`config.mk`:
```
export PLATFORM = sky130hd
export DESIGN_NAME = sensor_frame_sync_checksum_core
export DESIGN_NICKNAME = d
export VERILOG_FILES = /design/src/rtl/sfsc_pkg.sv /design/src/rtl/sfsc_datapath.sv /design/src/rtl/sfsc_ctrl.sv /design/src/rtl/sensor_frame_sync_checksum_core.sv
export SDC_FILE = /design/constraint.sdc
export NUM_CORES = 1
export LEC_CHECK = 0
export BUFFER_PORTS_ARGS = -buffer_cell sky130_fd_sc_hd__buf_2
export CAP_MARGIN = 15
export CORE_ASPECT_RATIO = 0.6
export CORE_UTILIZATION = 65
export DETAILED_ROUTE_END_ITERATION = 10
export PLACE_DENSITY = 0.8
export SLEW_MARGIN = 20
export SYNTH_ARGS = -nofsm -noshare
export SYNTH_HDL_FRONTEND = slang
export SYNTH_SLANG_ARGS = --single-unit
export TNS_END_PERCENT = 100
```
`constraint.sdc`:
```
create_clock -name clk -period 5.5 [get_ports clk]
set_input_delay 0.825 -clock clk [delete_from_list [all_inputs] [get_ports clk]]
set_output_delay 0.825 -clock clk [all_outputs]
set_load 0.01 [all_outputs]
```
`src/rtl/sfsc_pkg.sv`:
```
// shared types and constants for the sensor frame sync checksum core
// no dependencies
`timescale 1ns / 1ps

package sfsc_pkg;

  localparam int STORE_DEPTH_DEF = 16;

  localparam logic [7:0] HEADER_BYTE = 8'h5A;
  localparam logic [3:0] LIGHT_LEN   = 4'd9;
  localparam logic [3:0] FULL_LEN    = 4'd15;

  // controller to datapath
  typedef struct packed {
    logic keep;
    logic restart;
    logic capture;
    logic advance;
    logic load_out;
  } cmd_t;

  // datapath to controller
  typedef struct packed {
    logic cnt_zero;
    logic cnt_one;
    logic cnt_ge_len;
    logic cnt_mid;
    logic is_header;
    logic sum_match;
    logic emit_last;
    logic out_free;
  } status_t;

endpackage

```
`src/rtl/sfsc_datapath.sv`:
```
// frame store, byte counter, running sum and output register
// depends on sfsc_pkg
`timescale 1ns / 1ps

module sfsc_datapath #(
  parameter int STORE_DEPTH = sfsc_pkg::STORE_DEPTH_DEF
) (
  input  logic              clk,
  input  logic              rst_n,
  input  logic [7:0]        in_byte,
  input  logic              cfg_we,
  input  logic              cfg_mode,
  input  logic              out_tready,
  input  sfsc_pkg::cmd_t    cmd,
  output sfsc_pkg::status_t status,
  output logic              out_tvalid,
  output logic [15:0]       out_tdata, // frame_byte[7:0], byte_index[11:8], zero[15:12]
  output logic              out_tlast  // last_byte
);

  localparam int IDX_W = $clog2(STORE_DEPTH);

  logic [7:0] mem [STORE_DEPTH];
  logic [7:0] rd_data_r;

  logic       mode_r;
  logic [3:0] cnt_r, cnt_nxt;
  logic [7:0] sum_r, sum_nxt;
  logic [3:0] emit_idx_r, emit_idx_nxt;
  logic [3:0] last_idx_r;
  logic       out_valid_r;
  logic [7:0] out_byte_r;
  logic [3:0] out_idx_r;
  logic       out_last_r;
  logic [3:0] len;

  assign len = mode_r ? sfsc_pkg::FULL_LEN : sfsc_pkg::LIGHT_LEN;

  assign status.cnt_zero   = (cnt_r == 4'd0);
  assign status.cnt_one    = (cnt_r == 4'd1);
  assign status.cnt_ge_len = (cnt_r >= len);
  assign status.cnt_mid    = (({1'b0, cnt_r} + 5'd1) < {1'b0, len});
  assign status.is_header  = (in_byte == sfsc_pkg::HEADER_BYTE);
  assign status.sum_match  = (in_byte == sum_r);
  assign status.emit_last  = (emit_idx_r == last_idx_r);
  assign status.out_free   = !out_valid_r || out_tready;

  always_comb begin
    cnt_nxt = cnt_r;
    sum_nxt = sum_r;
    if (cmd.restart || cmd.capture) begin
      cnt_nxt = 4'd0;
      sum_nxt = 8'd0;
    end else if (cmd.keep) begin
      cnt_nxt = cnt_r + 4'd1;
      sum_nxt = sum_r + in_byte;
    end
  end

  always_comb begin
    emit_idx_nxt = emit_idx_r;
    if (cmd.capture) begin
      emit_idx_nxt = 4'd0;
    end else if (cmd.advance) begin
      emit_idx_nxt = emit_idx_r + 4'd1;
    end
  end

  always_ff @(posedge clk) begin
    if (!rst_n) begin
      mode_r      <= 1'b0;
      cnt_r       <= 4'd0;
      sum_r       <= 8'd0;
      out_valid_r <= 1'b0;
    end else begin
      if (cfg_we) begin
        mode_r <= cfg_mode;
      end
      cnt_r <= cnt_nxt;
      sum_r <= sum_nxt;
      if (cmd.load_out) begin
        out_valid_r <= 1'b1;
      end else if (out_tready) begin
        out_valid_r <= 1'b0;
      end
    end
  end

  always_ff @(posedge clk) begin
    emit_idx_r <= emit_idx_nxt;
    if (cmd.capture) begin
      last_idx_r <= len - 4'd1;
    end
    if (cmd.load_out) begin
      out_byte_r <= rd_data_r;
      out_idx_r  <= emit_idx_r;
      out_last_r <= status.emit_last;
    end
  end

  // frame store, one write and one registered read per cycle
  always_ff @(posedge clk) begin
    if (cmd.keep || cmd.capture) begin
      mem[IDX_W'(cnt_r)] <= in_byte;
    end
    rd_data_r <= mem[IDX_W'(emit_idx_r)];
  end

  assign out_tvalid = out_valid_r;
  assign out_tdata  = {4'd0, out_idx_r, out_byte_r};
  assign out_tlast  = out_last_r;

endmodule

```
`src/rtl/sfsc_ctrl.sv`:
```
// controller: header hunt, checksum decision and frame replay sequencing
// depends on sfsc_pkg
`timescale 1ns / 1ps

module sfsc_ctrl (
  input  logic              clk,
  input  logic              rst_n,
  input  logic              in_tvalid,
  output logic              in_tready,
  input  sfsc_pkg::status_t status,
  output sfsc_pkg::cmd_t    cmd
);

  localparam logic [1:0] ST_IDLE = 2'd0;
  localparam logic [1:0] ST_READ = 2'd1;
  localparam logic [1:0] ST_LOAD = 2'd2;

  logic [1:0] state_r, state_nxt;

  assign in_tready = (state_r == ST_IDLE);

  always_comb begin
    cmd       = '0;
    state_nxt = state_r;
    case (state_r)
      ST_IDLE: begin
        if (in_tvalid) begin
          if (status.cnt_zero) begin
            cmd.keep = status.is_header;
          end else if (status.cnt_one) begin
            cmd.keep    = status.is_header;
            cmd.restart = !status.is_header;
          end else if (status.cnt_ge_len) begin
            cmd.restart = 1'b1;
          end else if (status.cnt_mid) begin
            cmd.keep = 1'b1;
          end else if (status.sum_match) begin
            cmd.capture = 1'b1;
            state_nxt   = ST_READ;
          end else begin
            cmd.restart = 1'b1;
          end
        end
      end
      ST_READ: begin
        state_nxt = ST_LOAD;
      end
      ST_LOAD: begin
        if (status.out_free) begin
          cmd.load_out = 1'b1;
          if (status.emit_last) begin
            state_nxt = ST_IDLE;
          end else begin
            cmd.advance = 1'b1;
            state_nxt   = ST_READ;
          end
        end
      end
      default: begin
        state_nxt = ST_IDLE;
      end
    endcase
  end

  always_ff @(posedge clk) begin
    if (!rst_n) begin
      state_r <= ST_IDLE;
    end else begin
      state_r <= state_nxt;
    end
  end

endmodule

```
`src/rtl/sensor_frame_sync_checksum_core.sv`:
```
// Sensor frame sync and checksum core, top level.
// Depends on sfsc_pkg, sfsc_ctrl and sfsc_datapath.
//
// Usage:
//   in_*  : one received serial byte per transaction in in_tdata.
//   out_* : bytes of a validated frame, one per transaction, tlast on the
//           check byte; byte position in out_tdata[11:8].
//   cfg_* : frame_mode write, 0 for the 9-byte frame, 1 for the 15-byte one;
//           cfg_ready is always high.
// Throughput: while a frame is being collected a byte is taken every cycle.
// Once the check byte matches, the frame is replayed from the store; each
// byte goes through a registered store read, then an output load, and no
// input is taken until the frame's final byte is loaded into the output
// register.
// After the check byte: READ state, LOAD state, then the output register.
// Stall: with out_tready low the output holds and the replay waits.
// Reset: synchronous, clears counter, sum, mode and output valid; the store
// itself is not cleared.
`timescale 1ns / 1ps

module sensor_frame_sync_checksum_core #(
  parameter int STORE_DEPTH = sfsc_pkg::STORE_DEPTH_DEF
) (
  input  logic        clk,
  input  logic        rst_n,
  input  logic        in_tvalid,
  output logic        in_tready,
  input  logic [7:0]  in_tdata,   // rx_byte[7:0]
  output logic        out_tvalid,
  input  logic        out_tready,
  output logic [15:0] out_tdata,  // frame_byte[7:0], byte_index[11:8], zero[15:12]
  output logic        out_tlast,  // last_byte
  input  logic        cfg_valid,
  output logic        cfg_ready,
  input  logic        cfg_data    // frame_mode
);

  sfsc_pkg::cmd_t    cmd;
  sfsc_pkg::status_t status;

  assign cfg_ready = 1'b1;

  sfsc_ctrl u_ctrl (
    .clk       (clk),
    .rst_n     (rst_n),
    .in_tvalid (in_tvalid),
    .in_tready (in_tready),
    .status    (status),
    .cmd       (cmd)
  );

  sfsc_datapath #(
    .STORE_DEPTH (STORE_DEPTH)
  ) u_datapath (
    .clk        (clk),
    .rst_n      (rst_n),
    .in_byte    (in_tdata),
    .cfg_we     (cfg_valid && cfg_ready),
    .cfg_mode   (cfg_data),
    .out_tready (out_tready),
    .cmd        (cmd),
    .status     (status),
    .out_tvalid (out_tvalid),
    .out_tdata  (out_tdata),
    .out_tlast  (out_tlast)
  );

endmodule

```
Yosys cells after proc, flatten, opt, wreduce, memory -nomap -nowiden
Memory sizes are Yosys's and may differ from the RTL's. A register that Yosys moved wholly into a read port is not among the register bits.
Cells that the tools add are included.
Storage, ports and cells
  input port bits: 14
  memories kept: 1
  flip-flop bits (word level): 37
  memory bits (writable): 128
  output and inout bits: 20
  word-level logic and storage cells: 72
Memories
  u_datapath.mem: words 16, bits a word 8, read ports 1, clocked after Yosys merged registers in 1, wr ports 1, line sfsc_datapath.sv:23  | logic [7:0] mem [STORE_DEPTH];
Cells by class
  muxes and demuxes: 30
  eq/ne operators: 13
  $add $sub $neg: 5
  $lt $le $gt $ge: 2
  bitwise operators: 1
  reductions and logical operators: 10
Operators with widths (number)
  $mux 2: 12
  $mux 1: 14
  $ne 2x2->1 const B: 6
  $mux 3: 3
  $add 4x1->4 const B: 2
  $add 8x8->8: 1
  $eq 8x7->1 const B: 1
  $eq 8x8->1: 1
  $reduce_and 7->1: 1
  $pmux 2 s3: 1
  $add 4x1->5 const B: 1
  $lt 5x4->1: 1
  $eq 4x1->1 const B: 1
  $eq 4x4->1: 1
  $ge 4x4->1: 1
  $logic_not 4->1: 1
  $sub 4x1->4 const B: 1
  $logic_or 1x1->1: 3
  $eq 2x1->1 const B: 1
  $eq 2x2->1 const B: 1
  $logic_not 1->1: 2
  $logic_not 2->1: 1
  $ne 2x1->1 const B: 1
  $reduce_bool 2->1: 1
  2 further kinds: 2

Logic depth before layout (Yosys ltp)
Gate-level depths: netlist of the first run.
  word-level depth: 11
  mapped depth: 10

Cells and area by module
Synthesis of the first run repeated with hierarchy kept, for this count alone.
Unflattened totals
  cell total of the unflattened synthesis: 427
  area total of the unflattened synthesis: 7100.6 sq um
By module, submodules not included
  sfsc_datapath: cells each 402, times used 1, area an instance 6905.4 sq um, seq. area each 4784.6 sq um
  sfsc_ctrl: cells each 23, times used 1, area an instance 183.9 sq um, seq. area each 40.0 sq um
  sensor_frame_sync_checksum_core: cells each 2, times used 1, area an instance 11.3 sq um, seq. area each 0.0 sq um

Least setup slack after synthesis of the first run
OpenSTA, ideal clock, no wires.
  path kind: input -> register
  from: input port in_tdata[3]
  to: memory u_datapath.mem[10][0], enable pin
  data arrival time: 2.528 ns
  path slack: 2.602 ns
  setup time: 0.370 ns
  cell stages on the path: 7
  path through: ha_1 -> nor4_1 -> nand3_1 -> a21boi_0 -> o21bai_1 -> nand3_1 -> nor2_1
Between the ends
  word-level cells in the longest chain between the ends: 11
  elaborated cells between the ends (all ways): 14
Ends and longest elaborated chain
  from (decl): line sensor_frame_sync_checksum_core.sv:28  | input logic [7:0] in_tdata,
  $eq 8x8->1: line sfsc_datapath.sv:44  | assign status.sum_match = (in_byte == sum_r);
  $mux 1: line sfsc_ctrl.sv:37  | end else if (status.sum_match) begin
  $mux 2: line sfsc_ctrl.sv:35  | end else if (status.cnt_mid) begin
  $mux 1: line sfsc_ctrl.sv:33  | end else if (status.cnt_ge_len) begin
  $mux 1: line sfsc_ctrl.sv:30  | end else if (status.cnt_one) begin
  $mux 2: line sfsc_ctrl.sv:28  | if (status.cnt_zero) begin
  $mux 3 (*): line sfsc_ctrl.sv:27  | if (in_tvalid) begin
  $mux 3 (*): line sfsc_ctrl.sv:25  | case (state_r)
  $logic_or 1x1->1 (*): line sfsc_datapath.sv:103  | if (cmd.keep || cmd.capture) begin
  $mux 1 (*): line sfsc_datapath.sv:103
  $mux 1 (not written as such) (*): line sfsc_datapath.sv:104  | mem[IDX_W'(cnt_r)] <= in_byte;
  to (decl): line sfsc_datapath.sv:23
Every way passes the cells marked *; elsewhere a longest branch is shown, timed or not.

Worst setup path in the final report of the first run
  from: register u_datapath.cnt_r[0]
  to: memory u_datapath.mem[0][7], enable pin
Between the ends
  word-level cells in the longest chain between the ends: 11
  elaborated cells between the ends (all ways): 18
Ends and longest elaborated chain
  from (decl): line sfsc_datapath.sv:27  | logic [3:0] cnt_r, cnt_nxt;
  from (signal assigned): line sfsc_datapath.sv:79  | cnt_r <= cnt_nxt;
  $add 4x1->5: line sfsc_datapath.sv:42  | assign status.cnt_mid = (({1'b0, cnt_r} + 5'd1) < {1'b0, len});
  $lt 5x4->1: line sfsc_datapath.sv:42
  $mux 1 / $mux 2 (equally long branches): line sfsc_ctrl.sv:35
  $mux 1: line sfsc_ctrl.sv:33
  $mux 2 / $mux 1 (equally long branches): line sfsc_ctrl.sv:30
  $mux 1 / $mux 2 (equally long branches): line sfsc_ctrl.sv:28
  $mux 3: line sfsc_ctrl.sv:27
  $mux 3: line sfsc_ctrl.sv:25
  $logic_or 1x1->1: line sfsc_datapath.sv:103
  $mux 1: line sfsc_datapath.sv:103
  $mux 1 (not written as such): line sfsc_datapath.sv:104
Parallel ways exist; a longest one is shown, timed or not.

==> results of run 1 <==
==> placed cells by master, fill, tap and decap left out, drive strengths merged, types with 3 or more instances in the layout <==
cell,instances
nand3,11
ha,16
a21oi,12
mux2i,6
dfxtp,28
clkbuf,19
buf,30
bufinv,4
clkinv,5
edfxtp,142
inv,11
nor4,4
nand2b,6
nor3,6
nand2,11
conb,5
mux4,40
o21ai,11
xnor2,7
nor2,38
xor2,3
and2,3
==> registers in the layout, indices dropped and copies added, names as in the netlist <==
| signal | flops |
|---|---|
| u_datapath.out_tvalid | 1 |
| u_datapath.out_tlast | 1 |
| u_ctrl.state_r | 2 |
| u_datapath.out_idx_r | 4 |
| u_datapath.sum_r | 8 |
| u_datapath.rd_data_r | 8 |
| u_datapath.cnt_r | 4 |
| u_datapath.mode_r | 1 |
| u_datapath.emit_idx_r | 4 |
| u_datapath.mem | 128 |
| u_datapath.out_byte_r | 8 |
| u_datapath.last_idx_r | 1 |
==> path summary, 6_finish.rpt <==
check	from	endpoint	slack (ns)	depth (start not counted)
max	u_datapath.cnt_r[0]	u_datapath.mem[0][7]	1.92	9
min reg2reg	u_datapath.rd_data_r[1]	u_datapath.out_byte_r[1]	0.41	0
min	u_datapath.rd_data_r[1]	u_datapath.out_byte_r[1]	0.41	0
max reg2reg	u_datapath.cnt_r[0]	u_datapath.mem[0][7]	1.92	9
==> where the power goes <==
part	switching, mW	internal (mW)	leakage [nW]
logic	0.0901	0.0742	0.811
registers	0.00993	1.41	1.50
clock network	0.495	0.767	0.300
==> cell families after synthesis <==
logic type,after synthesis
xor+xnor,10
mux,46
compound gates,38
fa+ha+maj,18
other cells,2
simple gates,92
flops,170
buf+inv,29
==> metrics by stage <==
stage | utilization [%] | hold slack (ns)
finish | 74.8 | 0.412
global route | 74.8 | 0.423
CTS | 74.8 | 0.418
detailed placement | 68.9 | 0.389
global placement | 68.9 | 0.389
floorplan | - | 0.386
==> synth_stat cells, drive strengths merged (2+ instances only) <==
library cell	number	area, um2
nor2b	2	12.5
mux4	40	901
nor3	6	30.0
inv	9	33.8
nand3	11	55.1
o21ai	11	55.1
o21a	2	15.0
conb	2	7.51
nand2b	6	45.0
and3	2	12.5
a21oi	12	60.1
and2	3	18.8
fa	2	40.0
edfxtp	142	4260
a21boi	2	15.0
or3	2	12.5
clkbuf	5	18.8
dfxtp	28	561
xor2	3	26.3
ha	16	200
mux2i	6	60.1
nor2	38	161
nand2	11	41.3
xnor2	7	61.3
buf	15	106
o211ai	2	15.0
nor4	4	70.1
==> routing by layer <==
metal	vias up	part of all wire, %	GRT usage (%)
met5	-	0	0
met4	0	1.1	7.33
met3	15	10	7.69
met2	199	44	40.6
met1	1977	44	44.2
li1	1638	-	-
==> cell type report <==
| class | count | area share, % |
|---|---|---|
| Sequential cell | 170 | 61.1 |
| Multi-Input combinational cell | 209 | 26.4 |
| Clock buffer | 19 | 5.48 |
| Clock inverter | 13 | 2.47 |
| Tap cell | 139 | 2.20 |
| Timing Repair Buffer | 30 | 1.96 |
| Inverter | 9 | 0.428 |
==> reports/results.md, run 1 <==
| Result | Value |
|:---|:---|
| Share of synthesized cell area in full adder, half adder and majority cells | 3.41% |
| Final number of hold-violating endpoints | 0 |
| Vias in the first global route | 3,633 |
| Pre-CTS WS | 1.75 ns |
| Vias post-DR | 3,829 |
| Max incr delay on CP | 0.72 ns |
| Count of instances resized after the clock tree is built | 0 |
| Flip-flop and latch area | 4830 um2 |
| Number of search-and-repair iterations in the first detailed-routing pass | 5 |
| Largest net degree at the start of global routing | 35 |
| Multi-input gate area | 2080 um2 |
| Transition time at the pin with the least slew margin | 1.07 ns |
| Compound-gate portion of the synthesized area | 3.65% |
| Mean number of vias per cell | 6.50 |
| Effective utilization at floorplan | 66.8% |
| CTS tree | yes |
| Overall routed net length | 14,600 um |
| Post-CTS setup buffer count | 0 |
| Detailed-route wire length per cell | 24.9 um |
| Setup Total Neg Slack | 0 ns |
| Post-synthesis xor/xnor area fraction | 1.24% |
| Crit path required time | 5.54 ns |
| Total power draw | 2.84 mW |
| Min setup slack post-route | 1.92 ns |
| Kind of start point of the critical path | flip-flop |
| Core outline area | 10,600 um2 |
| Most Frequent Cell on Critical Path | sky130_fd_sc_hd__ha_1 |
| Number of enable-type register cells in the synthesized netlist | 142 |
| Full die area | 11,300 um2 |
| Number of routed nets with antenna violations | 0 |
| Clock transition at the register clock pins on the worst setup and hold paths after CTS | 0.06 ns |
| Fraction of layout instances using a drive strength above 1 | 24.4% |
| Most used DFF post-synth | sky130_fd_sc_hd__edfxtp_1 |
| Row count | 29 |
| Setup repair after global routing missed its margin | false |
| Bufs on Longest Clock Path | 2 |
| Chip Height | 82.7 um |
| Synth async-reset ratio | 0% |
| Pins over their slew limit | 0 |
| Ant diodes | 0 |
| Cells after Synth | 405 |
| Kind of cell adding the most delay to the critical path | simple AND/OR/NAND/NOR gates |
| Critical path data arrival time | 3.62 ns |
| Netlist area before placement | 7050 um2 |
| Main combinational cell family by area after synthesis | multiplexers |
| Final setup fails | 0 |
| Clk_lat worst skew | 0.42 ns |
| CP max FO | 8 |
| Outcome | finished clean |
| Area growth from synthesis to layout | 12.0% |
| Final Critical Period | 3.58 ns |
| Top achievable clock speed | 279 MHz |
| Final period utilization | 65.1% |
| Sum of buffers and inverters on the critical path | 0 |
| Power per cell area | 360 nW/um2 |
| Total number of yosys warnings | 0 |
| Type of the worst setup path | reg2reg |
| Final estimated routing congestion in global placement | 0.852 |
| Overall fraction of global-route tracks in use | 28.7% |
| Final nets | 469 |
| Final Instance Area | 7900 um2 |
| Number of I/O port buffers | 28 |
| Depth of the CTS H-tree | 4 |
| Clock sinks | 170 |
| Rel. slew slack | 28.1% |
| First-pass GRT wire length | 22,100 um |
| CTS root buffer | sky130_fd_sc_hd__clkbuf_16 |
| Final cell count without fillers | 589 |
| Number of different library cells in the post-synthesis netlist | 51 |
| Die Span X | 136 um |
| IR drop worst, VDD | 0.252 mV |
| Slowest cell on crit path | sky130_fd_sc_hd__nor2_1 |
| Post-Route Skew | 0.00716 ns |
| Number of max-cap violations | 0 |
| DP Cell Count | 557 |
| CTS Hold Buffers Added | 0 |
| Cell Area, Placed | 7270 um2 |
| Yosys reg bits | 170 |
| Leakage component of the power | 2.62 nW |
| Initial antenna violation count | 0 |
| Mean post-synth cell area | 17.4 um2 |
| Kind of path behind the tightest hold check | reg2reg |
| Synthesized-area fraction occupied by and/or/nand/nor cells | 7.33% |
| # fillers | 618 |
| Residual DRC count | 0 |
| Endpoint kind of the worst setup timing path | flip-flop |
| Register area share after synthesis | 68.4% |
| HPWL Detailed | 9480 um |
| DRC marker count from the first detailed-route iteration | 416 |
| Total clock buffers created by CTS | 17 |
| Total global routing overflow | 0 |
| Num ports | 34 |
| Mux cell area share after synthesis | 13.6% |
| Cell-by-cell listing of the critical path | ha_1 -> xor2_1 -> ha_1 -> nor3b_1 -> o211ai_1 -> a21boi_0 -> o21bai_1 -> nand3_1 -> nor2_1 |
(Power assumes the default switching activity.)
==> inputs of run 2 (changes only) <==
--- a/config.mk
+++ b/config.mk
@@ -8,9 +8,9 @@
 export BUFFER_PORTS_ARGS = -buffer_cell sky130_fd_sc_hd__buf_2
 export CAP_MARGIN = 15
 export CORE_ASPECT_RATIO = 0.6
-export CORE_UTILIZATION = 65
+export CORE_UTILIZATION = 55
 export DETAILED_ROUTE_END_ITERATION = 10
-export PLACE_DENSITY = 0.8
+export PLACE_DENSITY = 0.71
 export SLEW_MARGIN = 20
 export SYNTH_ARGS = -nofsm -noshare
 export SYNTH_HDL_FRONTEND = slang
==> constraint.sdc (replaced) <==
create_clock -name clk -period 3.2 [get_ports clk]
set_input_delay 0.48 -clock clk [delete_from_list [all_inputs] [get_ports clk]]
set_output_delay 0.48 -clock clk [all_outputs]
set_load 0.01 [all_outputs]
==> run 2 against run 1 <==
Compared with the run above: maximum frequency up 24%; total power up 72%; utilization down 8.5 points; critical path depth up 1; critical path type unchanged; largest cell class unchanged.
==> reports/results.md, run 2 (synthesis results as in run 1) <==
| Result | Value |
|:---|:---|
| Outcome | finished clean |
| Most frequent cells in the layout | sky130_fd_sc_hd__edfxtp_1, sky130_fd_sc_hd__mux4_2, sky130_fd_sc_hd__nor2_1, sky130_fd_sc_hd__buf_4, sky130_fd_sc_hd__buf_2 |
| Top achievable clock speed | 345 MHz |
| Depth of the CTS H-tree | 4 |
| Vias in the first global route | 3,837 |
| Hold EP | u_datapath.mode_r |
| Clock sinks | 170 |
| Row count | 31 |
| DP Cell Count | 611 |
| Clock transition at the register clock pins on the worst setup and hold paths after CTS | 0.07 ns |
| IR drop worst, VDD | 0.337 mV |
| CTS tree | yes |
| Residual DRC count | 0 |
| Type of the worst setup path | reg2reg |
| CP max FO | 8 |
| Largest net degree at the start of global routing | 24 |
| Final Critical Period | 2.90 ns |
| Rel. slew slack | 47.8% |
| Bufs on Longest Clock Path | 2 |
| Most common library cell in the layout ignoring fill and taps | sky130_fd_sc_hd__edfxtp_1 |
| Num ports | 34 |
| Critical path data arrival time | 3.02 ns |
| Total clock buffers created by CTS | 17 |
| Clk_lat worst skew | 0.42 ns |
| Met3 routed wirelength | 994 um |
| Post-Route Skew | 0.00849 ns |
| Kind of start point of the critical path | flip-flop |
| Number of I/O port buffers | 28 |
| Number of routed nets with antenna violations | 0 |
| Ant diodes | 0 |
| Core outline area | 12,300 um2 |
| Largest Register | u_datapath.mem |
| Most Frequent Cell on Critical Path | sky130_fd_sc_hd__ha_1 |
| Kind of path behind the tightest hold check | in2reg |
| Final number of hold-violating endpoints | 0 |
| Full die area | 13,300 um2 |
| Chip Height | 89.7 um |
| Endpoint kind of the worst setup timing path | flip-flop |
| Mean number of vias per cell | 5.86 |
| Area growth from synthesis to layout | 15.5% |
| Effective utilization at floorplan | 57.4% |
| Overall routed net length | 14,400 um |
| Power per cell area | 601 nW/um2 |
| Final cell count without fillers | 644 |
| Register-to-register setup slack | 0.30 ns |
| Startpoint of the lowest-slack register-to-register path | u_datapath.cnt_r[0] |
| Final setup fails | 0 |
| Uppermost routed layer | met4 |
| CTS root buffer | sky130_fd_sc_hd__clkbuf_16 |
| Fraction of layout instances using a drive strength above 1 | 29.4% |
| Die Span X | 148 um |
| DRC marker count from the first detailed-route iteration | 313 |
| Number of search-and-repair iterations in the first detailed-routing pass | 4 |
| Max incr delay on CP | 0.46 ns |
| Final Instance Area | 8150 um2 |
| Final period utilization | 90.5% |
| Flip-flop count of the largest register, all copies and words added | 128 |
| Initial antenna violation count | 0 |
| Total global routing overflow | 0 |
| Cell-by-cell listing of the critical path | inv_1 -> ha_1 -> ha_1 -> a21o_1 -> o211ai_1 -> a21boi_0 -> o21bai_2 -> nand3_1 -> nor2_1 -> buf_4 |
| Post-route met1 wirelength | 6650 um |
| Start point of the worst hold path | cfg_data |
| HPWL Detailed | 9720 um |
| Leakage component of the power | 2.78 nW |
| Detailed-route wire length per cell | 22.4 um |
| Final estimated routing congestion in global placement | 0.862 |
| Number of max-cap violations | 0 |
| Setup Total Neg Slack | 0 ns |
| Vias post-DR | 3,777 |
| Cell depth of the worst flop-to-flop path | 10 |
| Final nets | 498 |
| First-pass GRT wire length | 22,500 um |
| Slowest cell on crit path | sky130_fd_sc_hd__dfxtp_1 |
| # fillers | 864 |
| Total power draw | 4.90 mW |
| CTS Hold Buffers Added | 0 |
| Transition time at the pin with the least slew margin | 0.782 ns |
| Minimum hold slack | 0.330 ns |
| Worst hold path depth | 3 |
| Setup repair after global routing missed its margin | false |
| Worst reg2reg path endpoint | u_datapath.mem[11][6] |
| Crit path required time | 3.32 ns |
| Length of routed met2 wiring | 6560 um |
| Pins over their slew limit | 0 |
| Overall fraction of global-route tracks in use | 24.1% |
| Cell Area, Placed | 7510 um2 |
-- run 2: report_power, final --
| group | internal [mW] | total, mW | leakage, nW | switching [mW] |
|---|---|---|---|---|
| combinational | 0.139 | 0.274 | 0.967 | 0.135 |
| clock | 1.32 | 2.17 | 0.305 | 0.853 |
| sequential | 2.42 | 2.45 | 1.51 | 0.0373 |
-- run 2: final cells by class --
| type | instances | area (um2) | area share, % |
|---|---|---|---|
| timing repair buffer | 59 | 373 | 4.58 |
| multi-input combinational | 209 | 2090 | 25.6 |
| tap | 165 | 206 | 2.53 |
| inverter | 9 | 33.8 | 0.415 |
| sequential | 170 | 4830 | 59.2 |
| clock buffer | 18 | 429 | 5.27 |
| clock inverter | 14 | 193 | 2.36 |
-- run 2: critical path: cells and delay by family, from the launching register on --
family	cells	cell delay, ns
simple gates	2	0.35
buf+inv	2	0.36
fa+ha+maj	2	0.59
flops	1	0.46
compound gates	4	0.84
-- run 2: what timing repair did --
action                                  CTS  global route
endpoints found under the setup margin    0           128
hold endpoints to repair                  0             0
resized for setup                         0             1
buffers inserted                          0             1
-- run 2: metal layers --
| metal | vias up | GRT usage (%) |
|---|---|---|
| met5 | - | 0 |
| met4 | 0 | 9.36 |
| met3 | 20 | 6.14 |
| met2 | 132 | 35.2 |
| met1 | 1923 | 35.1 |
| li1 | 1702 | - |
-- run 2: worst max-delay path by stage --
| stage | startpoint | endpoint | slack, ns | depth (start not counted) |
|---|---|---|---|---|
| after floorplan | u_datapath.cnt_r[0] | u_datapath.mem[10][0] | 0.39 | 9 |
| after global placement | in_tdata[3] | u_datapath.mem[11][6] | 0.20 | 9 |
| after detailed placement | in_tdata[3] | u_datapath.mem[11][1] | 0.14 | 9 |
| after CTS | u_datapath.cnt_r[0] | u_datapath.mem[11][3] | 0.17 | 10 |
| after global routing | u_datapath.cnt_r[0] | u_datapath.mem[11][5] | 0.04 | 10 |
| final | u_datapath.cnt_r[0] | u_datapath.mem[11][6] | 0.30 | 10 |
-- run 2: through the flow --
| stage | setup slack, ns | util (%) |
|---|---|---|
| global route | 0.0393 | 66.3 |
| global placement | 0.197 | 61.1 |
| detailed placement | 0.136 | 61.1 |
| floorplan | 0.394 | - |
| finish | 0.304 | 66.3 |
| CTS | 0.170 | 66.2 |
==> inputs of run 3 (changes only) <==
--- a/config.mk
+++ b/config.mk
@@ -8,11 +8,12 @@
 export BUFFER_PORTS_ARGS = -buffer_cell sky130_fd_sc_hd__buf_2
 export CAP_MARGIN = 15
 export CORE_ASPECT_RATIO = 0.6
-export CORE_UTILIZATION = 55
+export CORE_UTILIZATION = 40
 export DETAILED_ROUTE_END_ITERATION = 10
-export PLACE_DENSITY = 0.71
+export PLACE_DENSITY = 0.52
 export SLEW_MARGIN = 20
 export SYNTH_ARGS = -nofsm -noshare
 export SYNTH_HDL_FRONTEND = slang
+export SYNTH_HIERARCHICAL = 1
 export SYNTH_SLANG_ARGS = --single-unit
 export TNS_END_PERCENT = 100
==> constraint.sdc (replaced) <==
create_clock -name clk -period 3.3 [get_ports clk]
set_input_delay 0.495 -clock clk [delete_from_list [all_inputs] [get_ports clk]]
set_output_delay 0.495 -clock clk [all_outputs]
set_load 0.01 [all_outputs]
==> run 3 against run 2 <==
Compared with the run above: cell count up 16%; final area up 2.3%; sequential power down 5%; die area up 38%; count of clock-buffer cells in the layout up 1; hold slack better by 0.024 ns; maximum frequency down 8.0%; critical path type unchanged; critical endpoint is now u_datapath/sum_r[7]; largest cell class unchanged.
==> reports/results.md, run 3 <==
| Result | Value |
|:---|:---|
| Outcome | finished clean |
| Chip Height | 105 um |
| Multi-input gate area | 2170 um2 |
| Overall fraction of global-route tracks in use | 17.8% |
| Full die area | 18,300 um2 |
| Vias in the first global route | 3,731 |
| Utilization after layout | 48.3% |
| Startpoint of the lowest-slack register-to-register path | u_datapath/cnt_r[1] |
| Clock sinks | 170 |
| Rel. slew slack | 40.8% |
| Crit path required time | 3.60 ns |
| Main combinational cell family by area after synthesis | multiplexers |
| Residual DRC count | 0 |
| HPWL Detailed | 10,400 um |
| Start point of the worst hold path | cfg_data |
| Setup Total Neg Slack | 0 ns |
| Core outline area | 17,300 um2 |
| Mean number of vias per cell | 5.21 |
| Area growth from synthesis to layout | 17.4% |
| Largest Register | u_datapath/mem |
| Depth of the CTS H-tree | 4 |
| Total number of yosys warnings | 6 |
| Final number of hold-violating endpoints | 0 |
| Min setup slack post-route | 0.152 ns |
| Endpoint kind of the worst setup timing path | flip-flop |
| Die Span X | 174 um |
| Bufs on Longest Clock Path | 2 |
| Library cell with the highest instance count after synthesis | sky130_fd_sc_hd__edfxtp_1 |
| CP max FO | 7 |
| Final period utilization | 95.4% |
| CTS Hold Buffers Added | 0 |
| Clock transition at the register clock pins on the worst setup and hold paths after CTS | 0.07 ns |
| First-pass GRT wire length | 23,400 um |
| Post-Route Skew | 0.0127 ns |
| Type of the worst setup path | reg2reg |
| Number of max-cap violations | 0 |
| Pins over their slew limit | 0 |
| Register area share after synthesis | 67.9% |
| Vias post-DR | 3,874 |
| Total global routing overflow | 0 |
| Cell types with the highest counts after synthesis | sky130_fd_sc_hd__edfxtp_1, sky130_fd_sc_hd__nor2_1, sky130_fd_sc_hd__dfxtp_1, sky130_fd_sc_hd__mux4_2, sky130_fd_sc_hd__a21oi_1 |
| Worst reg2reg path endpoint | u_datapath/sum_r[7] |
| Synth async-reset ratio | 0% |
| Netlist area before placement | 7100 um2 |
| Library cell with the largest summed area after synthesis | sky130_fd_sc_hd__edfxtp_1 |
| Fraction of layout instances using a drive strength above 1 | 27.3% |
| Flip-flop and latch area | 4830 um2 |
| Post-synthesis xor/xnor area fraction | 1.23% |
| Number of enable-type register cells in the synthesized netlist | 142 |
| Row count | 37 |
| Most used DFF post-synth | sky130_fd_sc_hd__edfxtp_1 |
| Leakage component of the power | 2.83 nW |
| Detailed-route wire length per cell | 20.4 um |
| IR drop worst, VDD | 0.335 mV |
| Worst hold path depth | 3 |
| Kind of path behind the tightest hold check | in2reg |
| Number of routed nets with antenna violations | 0 |
| Final setup fails | 0 |
| Most common library cell in the layout ignoring fill and taps | sky130_fd_sc_hd__edfxtp_1 |
| Largest net degree at the start of global routing | 36 |
| Effective utilization at floorplan | 41.1% |
| DP Cell Count | 711 |
| Initial antenna violation count | 0 |
| CTS tree | yes |
| Final cell count without fillers | 744 |
| Final nets | 529 |
| Hold EP | u_datapath/mode_r |
| Number of different library cells in the post-synthesis netlist | 48 |
| Share of synthesized cell area in full adder, half adder and majority cells | 3.38% |
| Final Critical Period | 3.15 ns |
| Cell Area, Placed | 7730 um2 |
| Mean post-synth cell area | 16.6 um2 |
| Synthesized-area fraction occupied by and/or/nand/nor cells | 7.67% |
| Ant diodes | 0 |
| Largest cells by area after synthesis | sky130_fd_sc_hd__edfxtp_1, sky130_fd_sc_hd__dfxtp_1, sky130_fd_sc_hd__mux4_2 |
| CP startpoint | u_datapath/cnt_r[1] |
| Flip-flop count of the largest register, all copies and words added | 128 |
| Most frequent cells in the layout | sky130_fd_sc_hd__edfxtp_1, sky130_fd_sc_hd__buf_4, sky130_fd_sc_hd__nor2_1, sky130_fd_sc_hd__buf_2, sky130_fd_sc_hd__dfxtp_1 |
| Num ports | 34 |
| Total power draw | 4.25 mW |
| Number of search-and-repair iterations in the first detailed-routing pass | 5 |
| Register-to-register setup slack | 0.15 ns |
| Yosys reg bits | 170 |
| Compound-gate portion of the synthesized area | 3.96% |
| Final Instance Area | 8340 um2 |
| Clk_lat worst skew | 0.41 ns |
| Final estimated routing congestion in global placement | 0.731 |
| Minimum hold slack | 0.354 ns |
| Power per cell area | 509 nW/um2 |
| DRC marker count from the first detailed-route iteration | 351 |
| # fillers | 1,486 |
| Top achievable clock speed | 318 MHz |
| CTS root buffer | sky130_fd_sc_hd__clkbuf_16 |
| Number of I/O port buffers | 28 |
| Cells after Synth | 427 |
| Kind of start point of the critical path | flip-flop |
| Top cell type's share of synthesized area | 60.1% |
| Transition time at the pin with the least slew margin | 0.888 ns |
| Cell depth of the worst flop-to-flop path | 14 |
| Mux cell area share after synthesis | 13.3% |
| Overall routed net length | 15,200 um |
| Critical path data arrival time | 3.45 ns |
| Total clock buffers created by CTS | 17 |
| Pre-CTS WS | -0.139 ns |
-- run 3: final cells by class --
class / instances / share of cell area (%)
Sequential cell: 170 / 57.9
Clock inverter: 13 / 1.11
Inverter: 9 / 0.405
Timing Repair Buffer: 71 / 5.60
Multi-Input combinational cell: 228 / 26.1
Tap cell: 234 / 3.51
Clock buffer: 19 / 5.43
-- run 3: how the worst max path moves through the flow --
stage                           end  slack, ns
3_5_place_dp   u_datapath/mem[0][0]      -0.14
3_3_place_gp   u_datapath/mem[0][0]      -0.22
4_1_cts        u_datapath/mem[0][2]       0.03
6_report        u_datapath/sum_r[7]       0.15
2_1_floorplan  u_datapath/mem[0][0]      -0.11
5_1_grt         u_datapath/sum_r[7]      -0.02
-- run 3: layer usage --
metal,vias to the layer above,global-route usage (%),wire [um]
met5,-,0,0
met4,0,4.14,35
met3,2,3.86,685
met2,94,23.4,6230
met1,1968,29.1,8230
li1,1810,-,-
-- run 3: worst max-delay path: stages (launching register included) --
cell and delay [ns]:
sky130_fd_sc_hd__dfxtp_1 0.41, sky130_fd_sc_hd__inv_1 0.14, sky130_fd_sc_hd__ha_1 0.32, sky130_fd_sc_hd__ha_1 0.19, sky130_fd_sc_hd__o21bai_1 0.15, sky130_fd_sc_hd__a21oi_1 0.22
sky130_fd_sc_hd__o41ai_2 0.10, sky130_fd_sc_hd__a21oi_2 0.23, sky130_fd_sc_hd__nand3b_1 0.15, sky130_fd_sc_hd__a21oi_4 0.25, sky130_fd_sc_hd__inv_1 0.18, sky130_fd_sc_hd__nor4_1 0.31
sky130_fd_sc_hd__a311o_1 0.18, sky130_fd_sc_hd__o21ai_0 0.07, sky130_fd_sc_hd__nor3b_1 0.14
-- run 3: power by group --
group	leakage (nW)	switching, mW	total [mW]	internal (mW)
Combinational	1.04	0.0571	0.0827	0.0256
Clock	0.267	0.831	1.84	1.01
Sequential	1.52	0.00187	2.32	2.32
Total	2.83	0.890	4.25	3.36
-- run 3: cell families (layout without fill, tap and decap cells) --
kind of cell | count (synthesis) | count (layout)
flip-flops | 170 | 170
AND/OR/NAND/NOR | 103 | 103
multiplexers | 48 | 48
AO/OA/AOI/OAI | 44 | 44
buffers and inverters | 32 | 112
adder cells (fa/ha/maj) | 18 | 18
XOR/XNOR | 10 | 10
other | 2 | 5
-- run 3: timing repair --
action | 4_1_cts | 5_1_grt
resized for setup | 3 | 10
endpoints found under the hold margin | 0 | 0
setup endpoints to repair | 125 | 137
setup buffers | 0 | 1
pin swaps | 1 | 2
